[src/hdl/bdp_pkg.sv]
// Shared types, constants and the f32 adder for the bf16 dot-product block.
// Depends on nothing; every other file of the block imports it.
`default_nettype none

package bdp_pkg;

    localparam logic [31:0] F32_QNAN = 32'h7FC0_0000;
    localparam logic [7:0]  EXP_MAX  = 8'hFF;

    // Control that travels with a word down the pipeline.
    typedef struct packed {
        logic valid;
        logic last;
    } bdp_ctl_t;

    // IEEE f32 add, round to nearest even. Any NaN gives the quiet NaN.
    // With ftz set, a denormal result becomes zero of the same sign.
    function automatic logic [31:0] fp32_add(input logic [31:0] a,
                                             input logic [31:0] b,
                                             input logic ftz);
        logic        a_nan;
        logic        b_nan;
        logic        a_inf;
        logic        b_inf;
        logic        swap;
        logic [31:0] x;
        logic [31:0] y;
        logic        sx;
        logic        sy;
        logic [8:0]  xe;
        logic [8:0]  ye;
        logic [23:0] xm;
        logic [23:0] ym;
        logic [26:0] yw;
        logic [26:0] ysh;
        logic [26:0] mask;
        logic [8:0]  d;
        logic        sub;
        logic [27:0] s;
        logic [27:0] n;
        logic [4:0]  lz;
        logic [4:0]  sh;
        logic [8:0]  e;
        logic [8:0]  ef;
        logic        up;
        logic [24:0] r;
        logic [22:0] frac;
        logic [31:0] res;
        a_nan = (a[30:23] == EXP_MAX) && (a[22:0] != 23'd0);
        b_nan = (b[30:23] == EXP_MAX) && (b[22:0] != 23'd0);
        a_inf = (a[30:23] == EXP_MAX) && (a[22:0] == 23'd0);
        b_inf = (b[30:23] == EXP_MAX) && (b[22:0] == 23'd0);
        swap  = (a[30:0] < b[30:0]);
        x     = swap ? b : a;
        y     = swap ? a : b;
        sx    = x[31];
        sy    = y[31];
        xe    = (x[30:23] == 8'd0) ? 9'd1 : {1'b0, x[30:23]};
        ye    = (y[30:23] == 8'd0) ? 9'd1 : {1'b0, y[30:23]};
        xm    = {x[30:23] != 8'd0, x[22:0]};
        ym    = {y[30:23] != 8'd0, y[22:0]};
        yw    = {ym, 3'b000};
        d     = xe - ye;
        if (d >= 9'd27) begin
            ysh = {26'd0, |yw};
        end
        else begin
            mask   = ~({27{1'b1}} << d[4:0]);
            ysh    = yw >> d[4:0];
            ysh[0] = ysh[0] | (|(yw & mask));
        end
        sub = sx ^ sy;
        if (sub) begin
            s = {1'b0, xm, 3'b000} - {1'b0, ysh};
        end
        else begin
            s = {1'b0, xm, 3'b000} + {1'b0, ysh};
        end
        lz = 5'd0;
        for (int i = 0; i < 27; i++) begin
            if (s[i]) begin
                lz = 5'(26 - i);
            end
        end
        if (s[27]) begin
            n    = {1'b0, s[27:1]};
            n[0] = n[0] | s[0];
            e    = xe + 9'd1;
        end
        else begin
            // Normalize, but stop at the smallest exponent so the value stays denormal.
            if ({4'd0, lz} <= (xe - 9'd1)) begin
                sh = lz;
            end
            else begin
                sh = 5'(xe - 9'd1);
            end
            n = s << sh;
            e = xe - {4'd0, sh};
        end
        up   = n[2] & (n[1] | n[0] | n[3]);
        r    = {1'b0, n[26:3]} + {24'd0, up};
        ef   = r[24] ? (e + 9'd1) : (r[23] ? e : 9'd0);
        frac = r[24] ? r[23:1] : r[22:0];
        if (a_nan || b_nan || (a_inf && b_inf && (a[31] != b[31]))) begin
            res = F32_QNAN;
        end
        else if (a_inf) begin
            res = a;
        end
        else if (b_inf) begin
            res = b;
        end
        else if (s == 28'd0) begin
            res = {sub ? 1'b0 : sx, 31'd0};
        end
        else if (ef >= 9'd255) begin
            res = {sx, EXP_MAX, 23'd0};
        end
        else if (ftz && (ef == 9'd0)) begin
            res = {sx, 31'd0};
        end
        else begin
            res = {sx, ef[7:0], frac};
        end
        return res;
    endfunction

endpackage

`default_nettype wire

[src/hdl/bdp_mul.sv]
// Product stage: bf16 times bf16 into an exact f32 with denormals flushed.
// Depends on bdp_pkg for the control struct and NaN constant.
`default_nettype none

module bdp_mul (
    input  wire logic              clk,
    input  wire logic              rst_n,
    input  wire logic              en,
    input  wire bdp_pkg::bdp_ctl_t ctl_in,
    input  wire logic [15:0]       weight,
    input  wire logic [15:0]       activation,
    input  wire logic [15:0]       bias_in,
    output bdp_pkg::bdp_ctl_t      ctl_out,
    output logic [31:0]            prod,
    output logic [15:0]            bias_out
);
    import bdp_pkg::*;

    bdp_ctl_t    ctl_reg;
    logic [31:0] prod_reg;
    logic [15:0] bias_reg;
    logic [31:0] prod_next;

    logic        w_zero;
    logic        x_zero;
    logic        w_inf;
    logic        x_inf;
    logic        w_nan;
    logic        x_nan;
    logic        psign;
    logic [15:0] pm;
    logic [9:0]  pe;

    always_comb
    begin
        w_zero = (weight[14:7] == 8'd0);
        x_zero = (activation[14:7] == 8'd0);
        w_inf  = (weight[14:7] == EXP_MAX) && (weight[6:0] == 7'd0);
        x_inf  = (activation[14:7] == EXP_MAX) && (activation[6:0] == 7'd0);
        w_nan  = (weight[14:7] == EXP_MAX) && (weight[6:0] != 7'd0);
        x_nan  = (activation[14:7] == EXP_MAX) && (activation[6:0] != 7'd0);
        psign  = weight[15] ^ activation[15];
        pm     = {1'b1, weight[6:0]} * {1'b1, activation[6:0]};
        // The 16-bit product fits the f32 mantissa, so only range limits matter.
        pe     = {2'b00, weight[14:7]} + {2'b00, activation[14:7]} + {9'd0, pm[15]}
                 - 10'd127;
        if (w_nan || x_nan || ((w_inf || x_inf) && (w_zero || x_zero))) begin
            prod_next = F32_QNAN;
        end
        else if (w_inf || x_inf) begin
            prod_next = {psign, EXP_MAX, 23'd0};
        end
        else if (w_zero || x_zero || pe[9] || (pe == 10'd0)) begin
            prod_next = {psign, 31'd0};
        end
        else if (pe >= 10'd255) begin
            prod_next = {psign, EXP_MAX, 23'd0};
        end
        else if (pm[15]) begin
            prod_next = {psign, pe[7:0], pm[14:0], 8'd0};
        end
        else begin
            prod_next = {psign, pe[7:0], pm[13:0], 9'd0};
        end
    end

    always_ff @(posedge clk or negedge rst_n)
    begin
        if (!rst_n) begin
            ctl_reg <= '0;
        end
        else if (en) begin
            ctl_reg <= ctl_in;
        end
    end

    always_ff @(posedge clk)
    begin
        if (en) begin
            prod_reg <= prod_next;
            bias_reg <= bias_in;
        end
    end

    assign ctl_out  = ctl_reg;
    assign prod     = prod_reg;
    assign bias_out = bias_reg;

endmodule

`default_nettype wire

[src/hdl/bdp_acc.sv]
// Accumulator stage: one flushed f32 add per word, row sum flagged valid on last.
// Depends on bdp_pkg for fp32_add and the control struct.
`default_nettype none

module bdp_acc (
    input  wire logic              clk,
    input  wire logic              rst_n,
    input  wire logic              en,
    input  wire bdp_pkg::bdp_ctl_t ctl_in,
    input  wire logic [31:0]       prod,
    input  wire logic [15:0]       bias_in,
    output logic                   row_valid,
    output logic [31:0]            row_sum,
    output logic [15:0]            bias_out
);
    import bdp_pkg::*;

    logic [31:0] acc_reg;
    logic [31:0] acc_next;
    logic        row_valid_reg;
    logic [31:0] row_sum_reg;
    logic [15:0] bias_reg;
    logic [31:0] sum;

    assign sum      = fp32_add(acc_reg, prod, 1'b1);
    assign acc_next = ctl_in.last ? 32'd0 : sum;

    always_ff @(posedge clk or negedge rst_n)
    begin
        if (!rst_n) begin
            acc_reg       <= 32'd0;
            row_valid_reg <= 1'b0;
        end
        else if (en) begin
            if (ctl_in.valid) begin
                acc_reg <= acc_next;
            end
            row_valid_reg <= ctl_in.valid & ctl_in.last;
        end
    end

    always_ff @(posedge clk)
    begin
        if (en) begin
            row_sum_reg <= sum;
            bias_reg    <= bias_in;
        end
    end

    assign row_valid = row_valid_reg;
    assign row_sum   = row_sum_reg;
    assign bias_out  = bias_reg;

endmodule

`default_nettype wire

[src/hdl/bdp_round.sv]
// Output stage: optional bias add in full IEEE f32, then rounding to bf16.
// Depends on bdp_pkg for fp32_add and the NaN constant.
`default_nettype none

module bdp_round (
    input  wire logic        clk,
    input  wire logic        rst_n,
    input  wire logic        en,
    input  wire logic        bias_enable,
    input  wire logic        row_valid,
    input  wire logic [31:0] row_sum,
    input  wire logic [15:0] bias,
    output logic             sum_valid,
    output logic [15:0]      sum_out
);
    import bdp_pkg::*;

    logic        sum_valid_reg;
    logic [15:0] sum_out_reg;
    logic [31:0] bias_f;
    logic [31:0] total;
    logic [31:0] rounded;
    logic [15:0] sum_out_next;

    assign bias_f  = bias_enable ? {bias, 16'd0} : 32'd0;
    assign total   = fp32_add(row_sum, bias_f, 1'b0);
    assign rounded = total + 32'h0000_7FFF + {31'd0, total[16]};

    always_comb
    begin
        if (total == F32_QNAN) begin
            sum_out_next = F32_QNAN[31:16];
        end
        else begin
            sum_out_next = rounded[31:16];
        end
    end

    always_ff @(posedge clk or negedge rst_n)
    begin
        if (!rst_n) begin
            sum_valid_reg <= 1'b0;
        end
        else if (en) begin
            sum_valid_reg <= row_valid;
        end
    end

    always_ff @(posedge clk)
    begin
        if (en) begin
            sum_out_reg <= sum_out_next;
        end
    end

    assign sum_valid = sum_valid_reg;
    assign sum_out   = sum_out_reg;

endmodule

`default_nettype wire

[src/hdl/bf16_dot_product_bias_top.sv]
// bf16 dot product with f32 accumulation and optional bias: top level.
// Depends on bdp_pkg, bdp_mul, bdp_acc and bdp_round.
//
// The block takes one word (weight, activation, row bias, last) per clock
// and produces one bf16 result word per row once the last word clears the
// input, product, accumulator and output stages. The rate of one word per
// cycle is set by the accumulator, whose combinational f32 add is the
// only feedback loop. The whole pipeline halts while a result waits under
// sum_stall. bias_enable is written through the always-ready cfg port.
`default_nettype none

module bf16_dot_product_bias_top (
    input  wire logic        clk,
    input  wire logic        rst_n,
    input  wire logic        cfg_valid,
    output logic             cfg_ready,
    input  wire logic        cfg_data,
    input  wire logic        item_valid,
    output logic             item_stall,
    input  wire logic [15:0] weight,
    input  wire logic [15:0] activation,
    input  wire logic [15:0] row_bias,
    input  wire logic        last,
    output logic             sum_valid,
    input  wire logic        sum_stall,
    output logic [15:0]      sum_out
);
    import bdp_pkg::*;

    logic        bias_enable_reg;
    logic        en;
    bdp_ctl_t    in_ctl_reg;
    bdp_ctl_t    in_ctl_next;
    logic [15:0] weight_reg;
    logic [15:0] activation_reg;
    logic [15:0] bias_reg;
    bdp_ctl_t    mul_ctl;
    logic [31:0] prod;
    logic [15:0] mul_bias;
    logic        row_valid;
    logic [31:0] row_sum;
    logic [15:0] acc_bias;

    // The pipeline moves unless a finished word is held at the output.
    assign en         = ~(sum_valid & sum_stall);
    assign item_stall = ~en;
    assign cfg_ready  = 1'b1;

    assign in_ctl_next.valid = item_valid;
    assign in_ctl_next.last  = last;

    always_ff @(posedge clk or negedge rst_n)
    begin
        if (!rst_n) begin
            bias_enable_reg <= 1'b0;
            in_ctl_reg      <= '0;
        end
        else begin
            if (cfg_valid && cfg_ready) begin
                bias_enable_reg <= cfg_data;
            end
            if (en) begin
                in_ctl_reg <= in_ctl_next;
            end
        end
    end

    always_ff @(posedge clk)
    begin
        if (en) begin
            weight_reg     <= weight;
            activation_reg <= activation;
            bias_reg       <= row_bias;
        end
    end

    bdp_mul u_mul (
        .clk        (clk),
        .rst_n      (rst_n),
        .en         (en),
        .ctl_in     (in_ctl_reg),
        .weight     (weight_reg),
        .activation (activation_reg),
        .bias_in    (bias_reg),
        .ctl_out    (mul_ctl),
        .prod       (prod),
        .bias_out   (mul_bias)
    );

    bdp_acc u_acc (
        .clk       (clk),
        .rst_n     (rst_n),
        .en        (en),
        .ctl_in    (mul_ctl),
        .prod      (prod),
        .bias_in   (mul_bias),
        .row_valid (row_valid),
        .row_sum   (row_sum),
        .bias_out  (acc_bias)
    );

    bdp_round u_round (
        .clk         (clk),
        .rst_n       (rst_n),
        .en          (en),
        .bias_enable (bias_enable_reg),
        .row_valid   (row_valid),
        .row_sum     (row_sum),
        .bias        (acc_bias),
        .sum_valid   (sum_valid),
        .sum_out     (sum_out)
    );

endmodule

`default_nettype wire
[config.mk]
export PLATFORM = sky130hd
export DESIGN_NAME = bf16_dot_product_bias_top
export DESIGN_NICKNAME = d
export VERILOG_FILES = /design/src/hdl/bdp_pkg.sv /design/src/hdl/bdp_mul.sv /design/src/hdl/bdp_acc.sv /design/src/hdl/bdp_round.sv /design/src/hdl/bf16_dot_product_bias_top.sv
export SDC_FILE = /design/constraint.sdc
export NUM_CORES = 2
export LEC_CHECK = 0
export BUFFER_PORTS_ARGS = -buffer_cell sky130_fd_sc_hd__buf_4
export CORE_AREA = 2 2 296 298
export CTS_BUF_LIST = sky130_fd_sc_hd__clkbuf_2
export DETAILED_ROUTE_END_ITERATION = 6
export DIE_AREA = 0 0 298 300
export REMOVE_ABC_BUFFERS = 1
export SETUP_SLACK_MARGIN = 0.05
export SYNTH_ARGS = -nofsm -noshare
export SYNTH_HDL_FRONTEND = slang
export SYNTH_SLANG_ARGS = --single-unit
[constraint.sdc]
create_clock -name clk -period 29.3 [get_ports clk]
set_input_delay 2.93 -clock clk [delete_from_list [all_inputs] [get_ports clk]]
set_output_delay 2.93 -clock clk [all_outputs]
set_load 0.005 [all_outputs]
# After elaboration in Yosys (flattened, before gate mapping)
# Cells that the tools add are included.
# Widths: inputs -> output; s select.
dict set report classes {
  n_shift 6
  bitwise_logic 21
  n_mul 1
  n_addsub 21
  n_lt_le_gt_ge 9
  mux 99
  eq_ne 9
  n_reduce_logical 61
}
# op n
set ops {}
lappend ops {{$mux 32} 14}
lappend ops {{$mux 5} 58}
lappend ops {{$mux 31} 5}
lappend ops {{$mux 27} 4}
lappend ops {{$logic_not 23->1} 4}
lappend ops {{$mux 23} 4}
lappend ops {{$reduce_bool 23->1} 4}
lappend ops {{$lt 31x31->1} 2}
lappend ops {{$add 27x27->28} 2}
lappend ops {{$logic_not 28->1} 2}
lappend ops {{$mux 28} 2}
lappend ops {{$shl 28x5->27} 2}
lappend ops {{$sub 27x27->28} 2}
lappend ops {{$and 27x27->27} 2}
lappend ops {{$mux 9} 6}
lappend ops {{$not 27->27} 2}
lappend ops {{$reduce_or 27->1} 2}
lappend ops {{$shl 27x5->27 const A} 2}
lappend ops {{$shr 27x5->27} 2}
lappend ops {{$add 24x1->25} 2}
lappend ops {{$eq 8x8->1 const B} 6}
lappend ops {{$logic_not 8->1} 6}
lappend ops {{$reduce_or 24->1} 2}
lappend ops {{$add 9x1->9 const B} 4}
lappend ops {{32 further kinds} 86}
dict set report totals {
  output_inout_bits 19
  wordCells 246
  input_bits 55
  reg_bits 199
}

# Longest topological paths before layout
dict set report depth {
  depth_word 60
  depth_mapped 90
  mapped_depth_nobuf 76
}

# Hierarchy
# A second synthesis with hierarchy kept.
dict set report hier_totals {
  cells_unflattened 4596
  hier_area_um2 34787.1
}
# mod area_each_um2 seq_area_each_um2 cells_each n_inst
set modules_own_cells {}
lappend modules_own_cells {bdp_acc 15127.0 2267.2 2042 1}
lappend modules_own_cells {bdp_round 13634.3 505.5 2052 1}
lappend modules_own_cells {bdp_mul 4443.0 1251.2 443 1}
lappend modules_own_cells {bf16_dot_product_bias_top 1582.8 1516.5 59 1}

# Worst setup path after synthesis
# OpenSTA, ideal clock, no wires.
dict set report synth_timing {
  kind {reg2reg}
  start {register bias_enable_reg}
  end {register u_round.sum_out_reg[10] (netlist: u_round.sum_out[10]), data pin}
  setup_slack_ns 12.415
  arrival_ns 16.624
  stages_incl_launch_ff 84
  synth_period_minus_slack_ns 16.885
  setup_time_ns 0.261
  path_cell_list {dfrtp_1 clkbuf_1 clkbuf_1 clkbuf_1 nand2_1 ha_1 and3_1 a221o_1 a221oi_4 o221ai_4 buf_6 buf_4 clkbuf_1 o21ai_0 nor3_1 a221oi_1 ha_1 inv_1 [... 48 more ...] ha_1 a21o_1 a21oi_1 inv_1 a21oi_1 a21oi_1 a21oi_1 o21bai_1 a21oi_1 xnor2_1 nand2b_1 o41a_1 a31oi_2 nand3b_1 a21o_1 buf_6 nand3b_1 xnor2_1}
}
dict set report synth_via {
  elab_chain_cells 60
  word_cells_on_any_way 90
}
# item line
set synth_lines {}
lappend synth_lines {{from (decl)} bf16_dot_product_bias_top.sv:30} ;# logic bias_enable_reg;
lappend synth_lines {{from (signal assigned)} bf16_dot_product_bias_top.sv:60} ;# bias_enable_reg <= cfg_data;
lappend synth_lines {{$mux 32 *} bdp_round.sv:25} ;# assign bias_f = bias_enable ? {bias, 16'd0} : 32'd0;
lappend synth_lines {{$lt 31x31->1} bdp_pkg.sv:53} ;# swap = (a[30:0] < b[30:0]);
lappend synth_lines {{$mux 32, on equally long branches} {bdp_pkg.sv:54, bdp_pkg.sv:55}}
lappend synth_lines {{$logic_not 8->1, on equally long branches} {bdp_pkg.sv:58, bdp_pkg.sv:59}}
lappend synth_lines {{$mux 8, on equally long branches} {bdp_pkg.sv:58, bdp_pkg.sv:59}}
lappend synth_lines {{$sub 9x9->9} bdp_pkg.sv:63} ;# d = xe - ye;
lappend synth_lines {{$shl 27x5->27} bdp_pkg.sv:68} ;# mask = ~({27{1'b1}} << d[4:0]);
lappend synth_lines {{$not 27->27} bdp_pkg.sv:68}
lappend synth_lines {{[... 44 more ...]} --}
lappend synth_lines {{$ge 9x8->1} bdp_pkg.sv:117} ;# else if (ef >= 9'd255) begin
lappend synth_lines {{$mux 31} bdp_pkg.sv:117}
lappend synth_lines {{$mux 32} bdp_pkg.sv:114} ;# else if (s == 28'd0) begin
lappend synth_lines {{$mux 32} bdp_pkg.sv:111} ;# else if (b_inf) begin
lappend synth_lines {{$mux 32} bdp_pkg.sv:108} ;# else if (a_inf) begin
lappend synth_lines {{$mux 32 *} bdp_pkg.sv:105} ;# if (a_nan || b_nan || (a_inf && b_inf && (a[31] != b[31]))) begin
lappend synth_lines {{$add 32x15->32} bdp_round.sv:27} ;# assign rounded = total + 32'h0000_7FFF + {31'd0, total[16]};
lappend synth_lines {{$add 32x1->32} bdp_round.sv:27}
lappend synth_lines {{to (signal assigned)} bdp_round.sv:52} ;# sum_out_reg <= sum_out_next;
lappend synth_lines {{to (decl)} bdp_round.sv:19} ;# logic [15:0] sum_out_reg;
# Every way passes the cells marked *; elsewhere a longest branch is shown, timed or not. The select of a mux whose other input is x is not followed.
# A chain may end at the register's enable or synchronous reset.

# Worst setup path after layout
dict set report layout_timing {
  start {register u_mul.prod_reg[12] (netlist: u_mul.prod[12])}
  end {register u_acc.acc_reg[9]}
}
dict set report layout_via {
  elab_chain_cells 59
  word_cells_on_any_way 86
}
# item line
set layout_lines {}
lappend layout_lines {{from (decl)} bdp_mul.sv:20} ;# logic [31:0] prod_reg;
lappend layout_lines {{from (signal assigned)} bdp_mul.sv:80} ;# prod_reg <= prod_next;
lappend layout_lines {{parallel branches: the longest is 57 deep, another holds $lt 31x31->1} --}
lappend layout_lines {{$mux 32 *} bdp_pkg.sv:105}
lappend layout_lines {{$mux 32 *} bdp_acc.sv:26} ;# assign acc_next = ctl_in.last ? 32'd0 : sum;
lappend layout_lines {{to (signal assigned)} bdp_acc.sv:36} ;# acc_reg <= acc_next;
lappend layout_lines {{to (decl)} bdp_acc.sv:18} ;# logic [31:0] acc_reg;
# Mark *: on every way between the ends. The select of a mux whose other input is x is not followed.

==> results.txt <==
----------------------------------------------------
[Floorplanning]
  Number of cell rows ... 108
  Placeable core region ... about 86000 um^2
  Die Footprint ... 89400 um^2
  Starting density of the core ... 38.7%
  Die width ... roughly 300 um
  Total I/O pin count ... 74
  Vert. Die Dim ... around 300 um

[Timing]
  Skew final ... 0.0539 ns
  Fmax achieved ... a little under 0.05 GHz
  Fin. Hold Viols ... 0
  Shortest clock period the worst path allows after layout ... around 21 ns
  Worst setup margin ... roughly 8.8 ns
  Setup-failing EPs final ... 0
  Setup repair after global routing missed its margin ... false
  Measured slew at the worst slew-check pin ... roughly 1.3 ns
  Remaining max-slew budget at the tightest pin ... 15.1%
  Portion of the clock cycle consumed by the worst path in the final layout ... between 70 and 80%
  Setup_tns ... 0 ns
  Slew Viols, Final ... 0

[Critical path]
  WS Path Type ... reg2reg
  Capturing point of the worst reg2reg path ... u_acc.acc_reg[9]
  Setup slack of the worst register-to-register path ... a little under 9 ns
  Delay of the slowest cell on the worst path ... around 0.9 ns
  Total number of cells along the worst setup path ... 67
  Slowest cell on the critical path ... sky130_fd_sc_hd__o22ai_1
  Buffers plus inverters on the worst setup path ... 8
  Kind of start point of the critical path ... flip-flop
  Dominant delay contributor by cell family on the critical path ... compound AO/OA/AOI/OAI gates
  Critical path arrival ... between 20 and 25 ns
  Count of cells along the worst register-to-register path ... 67
  Endpoint type of the worst setup path ... flip-flop
  Max FO, Critical Path ... 34
  Endpoint required time on the critical path ... roughly 30 ns
  RR Startpoint ... u_mul.prod[12]

[Global route]
  Global routing met1 resource utilization ... approximately 37%
  First-pass GRT wire length ... ~190000 um
  Maximum number of pins on one net before global-route repair ... 81
  Number of antenna violations at the first check in global routing ... 2
  Met2 Use GR ... a little over two fifths
  Number of global-route vias before repair ... around 33000
  GRT Resource Usage Total ... between 20% and 30%
  Peak-usage layer in the global routing report ... met2
  Remaining global-route overflow ... 0
  Met3 Resource Use GR ... about 3.0%

[Synth]
  Count of unique library cells instantiated by Yosys ... roughly 140
  Fraction of synthesis flops using an asynchronous set or reset pin ... between 20% and 30%
  Register bit total from synthesis ... roughly 190
  Dominant cells by area after synthesis ... sky130_fd_sc_hd__edfxtp_1 14%, sky130_fd_sc_hd__ha_1 8.7%, sky130_fd_sc_hd__nand2_1 5.2%
  Mapped Area ... ~33000 um^2
  Post-synthesis area per instance ... ~7.6 um^2
  Number of enable-type register cells in the synthesized netlist ... 152
  Seq/Total Area, Yosys ... 16.6%
  Post-synthesis instance total ... around 4400
  Total number of yosys warnings ... 0
  Synth Flop Type ... sky130_fd_sc_hd__edfxtp_1
  Post-synthesis cell type with the largest combined area ... sky130_fd_sc_hd__edfxtp_1
  Share of the synthesized area in the top cell type ... a little over an eighth

[Routing]
  Wire length per cell after detailed routing ... 23.1 um
  Vias per cell ... around 6.5
  Post-Route WL ... roughly 130000 um
  Post-detailed-route DRC marker count ... 1
  Final ANT Viol Nets ... 0
  Starting DRT DRC Count ... about 4200
  Number of iterations in the first detailed-routing pass ... 7
  Vias post-DR ... between 30000 and 40000

[Job]
  MaxCap Viol Count ... 0

[Min path]
  Endpoint of the worst hold-timing path ... u_mul.bias_out[7]
  Cells on Worst Hold Path ... 0
  Min-delay worst type ... reg2reg
  Hold Crit Start ... bias_reg[7]

[Clocking]
  Total of cells resized after clock tree synthesis ... 0
  Worst-skew pair later-pin latency ... ~0.92 ns
  Postcts setup bufs ... 0
  Max clock buf depth ... 2
  Depth of the CTS H-tree ... 4
  CTS Buf Count ... 17
  Post-cts hold buffer count ... 0
  Total clock sinks ... between 150 and 200
  Buffer type at the clock tree root ... sky130_fd_sc_hd__clkbuf_2
  Worst-path clk slew ... roughly 0.37 ns
  Clock tree from TritonCTS ... done

[Placed design]
  Number of port buffers ... 72
  Post-place setup slack ... just over 9 ns
  Gp weighted congestion ... approximately 1.1
  Detailed Place HPWL ... roughly 100000 um

[Cells and area]
  Area growth from synthesis to layout ... 5.65%
  Final net count ... between 4000 and 5000
  Proportion of layout cells with a drive suffix above 1 ... between 9 and 10%

[Status]
  Violated checks ... DRC
  Status ... complete, but fails checks

----------------------------------------------------
stage by stage:
stage          cells  util (%)  instance area [um^2]  hold WS (ns)
5_1_grt         5481      40.8                 35200         0.425
4_1_cts         5479      40.8                 35200         0.426
3_3_place_gp    5447      40.5                 34900         0.401
6_report        5481      40.8                 35200         0.427
3_5_place_dp    5447      40.5                 34900         0.405
2_1_floorplan   4156         -                 32300         0.400
cells in the final DEF, fill, tap and decap left out, types with 31 or more instances in the layout:
cell / count
sky130_fd_sc_hd__nand2_1: 463
sky130_fd_sc_hd__nor2_1: 409
sky130_fd_sc_hd__a21oi_1: 303
sky130_fd_sc_hd__o21ai_0: 243
sky130_fd_sc_hd__ha_1: 229
sky130_fd_sc_hd__inv_1: 226
sky130_fd_sc_hd__nand3_1: 154
sky130_fd_sc_hd__edfxtp_1: 152
sky130_fd_sc_hd__buf_4: 136
sky130_fd_sc_hd__mux2i_1: 128
sky130_fd_sc_hd__and2_1: 118
sky130_fd_sc_hd__nor3_1: 115
sky130_fd_sc_hd__xnor2_1: 91
sky130_fd_sc_hd__o211ai_1: 85
sky130_fd_sc_hd__nand4_1: 70
sky130_fd_sc_hd__a21o_1: 60
sky130_fd_sc_hd__a211oi_1: 60
sky130_fd_sc_hd__nand2b_1: 59
sky130_fd_sc_hd__o22ai_1: 56
sky130_fd_sc_hd__and3_1: 53
sky130_fd_sc_hd__a31oi_1: 51
sky130_fd_sc_hd__nor4_1: 50
sky130_fd_sc_hd__xor2_1: 45
sky130_fd_sc_hd__mux2_2: 43
sky130_fd_sc_hd__fa_1: 43
sky130_fd_sc_hd__dfrtp_1: 39
sky130_fd_sc_hd__o21a_1: 38
sky130_fd_sc_hd__or3_1: 38
sky130_fd_sc_hd__o21bai_1: 37
sky130_fd_sc_hd__o31ai_1: 34
sky130_fd_sc_hd__o21ai_1: 32
sky130_fd_sc_hd__nor2b_1: 31
layout make-up:
| class | count | area [um^2] |
|---|---|---|
| Clock buffer | 17 | 85.1 |
| Antenna cell | 2 | 5.00 |
| Multi-Input combinational cell | 3732 | 26000 |
| Fill cell | 9105 | 51000 |
| Timing Repair Buffer | 136 | 1020 |
| Clock inverter | 15 | 224 |
| Tap cell | 1155 | 1450 |
| Sequential cell | 191 | 5540 |
| Inverter | 233 | 877 |
how the worst max path moves through the flow:
stage / start / endpoint / slack [ns]
floorplan: u_mul.prod[12] / u_acc.acc_reg[19] / 10.60
global placement: u_mul.prod[12] / u_acc.acc_reg[19] / 9.54
detailed placement: u_mul.prod[12] / u_acc.acc_reg[19] / 9.36
CTS: u_mul.prod[12] / u_acc.acc_reg[21] / 9.23
global route: u_mul.prod[12] / u_acc.acc_reg[19] / 7.68
finish: u_mul.prod[12] / u_acc.acc_reg[9] / 8.76
per-layer routing:
metal | routed length, um | up-vias
li1 | - | 16400
met1 | 53300 | 17000
met2 | 57200 | 1850
met3 | 9880 | 339
met4 | 6270 | 0
met5 | 0 | -
cell usage after synthesis, drive strengths merged, types with 21 or more instances:
cell	number
xnor2	96
nor3	119
ha	232
a2111oi	21
o221ai	27
o31ai	41
and2	127
a21oi	308
xor2	48
inv	231
o211ai	91
nand4	73
o32ai	21
nand2	466
nand2b	59
nor4	56
o21bai	37
o21a	38
mux4	26
a211oi	65
buf	81
mux2i	131
nand3	156
edfxtp	152
or2	28
or3	40
clkbuf	151
o22ai	56
dfrtp	39
a31oi	53
mux2	47
a22oi	26
nor2b	31
nor2	414
and3	53
a21o	60
fa	43
or4	21
o21ai	278
worst reg2reg max path, delay by kind of cell (launching register included):
kind                       cells  cell delay (ns)
adders and majority gates      6             2.19
DFF                            1             0.58
buffers and inverters          8             2.82
and+or+nand+nor               21             6.26
xor gates and xnor gates       1             0.28
AOI/OAI and AO/OA             29             7.52
muxes                          2             0.74
kinds of logic (layout without fill, tap and decap cells):
group,after synthesis,in the layout,share of synthesized area [%]
compound gates,1388,1388,29.3
xor+xnor,144,144,3.78
fa+ha+maj,275,275,11.3
buf+inv,465,401,5.70
flops,191,191,16.6
mux,204,204,7.32
other cells,1,3,0.0113
simple gates,1720,1720,26.0
Power is left out: the tool's default activity adds up to more than one toggle a clock period on the data nets, which glitch-free logic cannot reach.
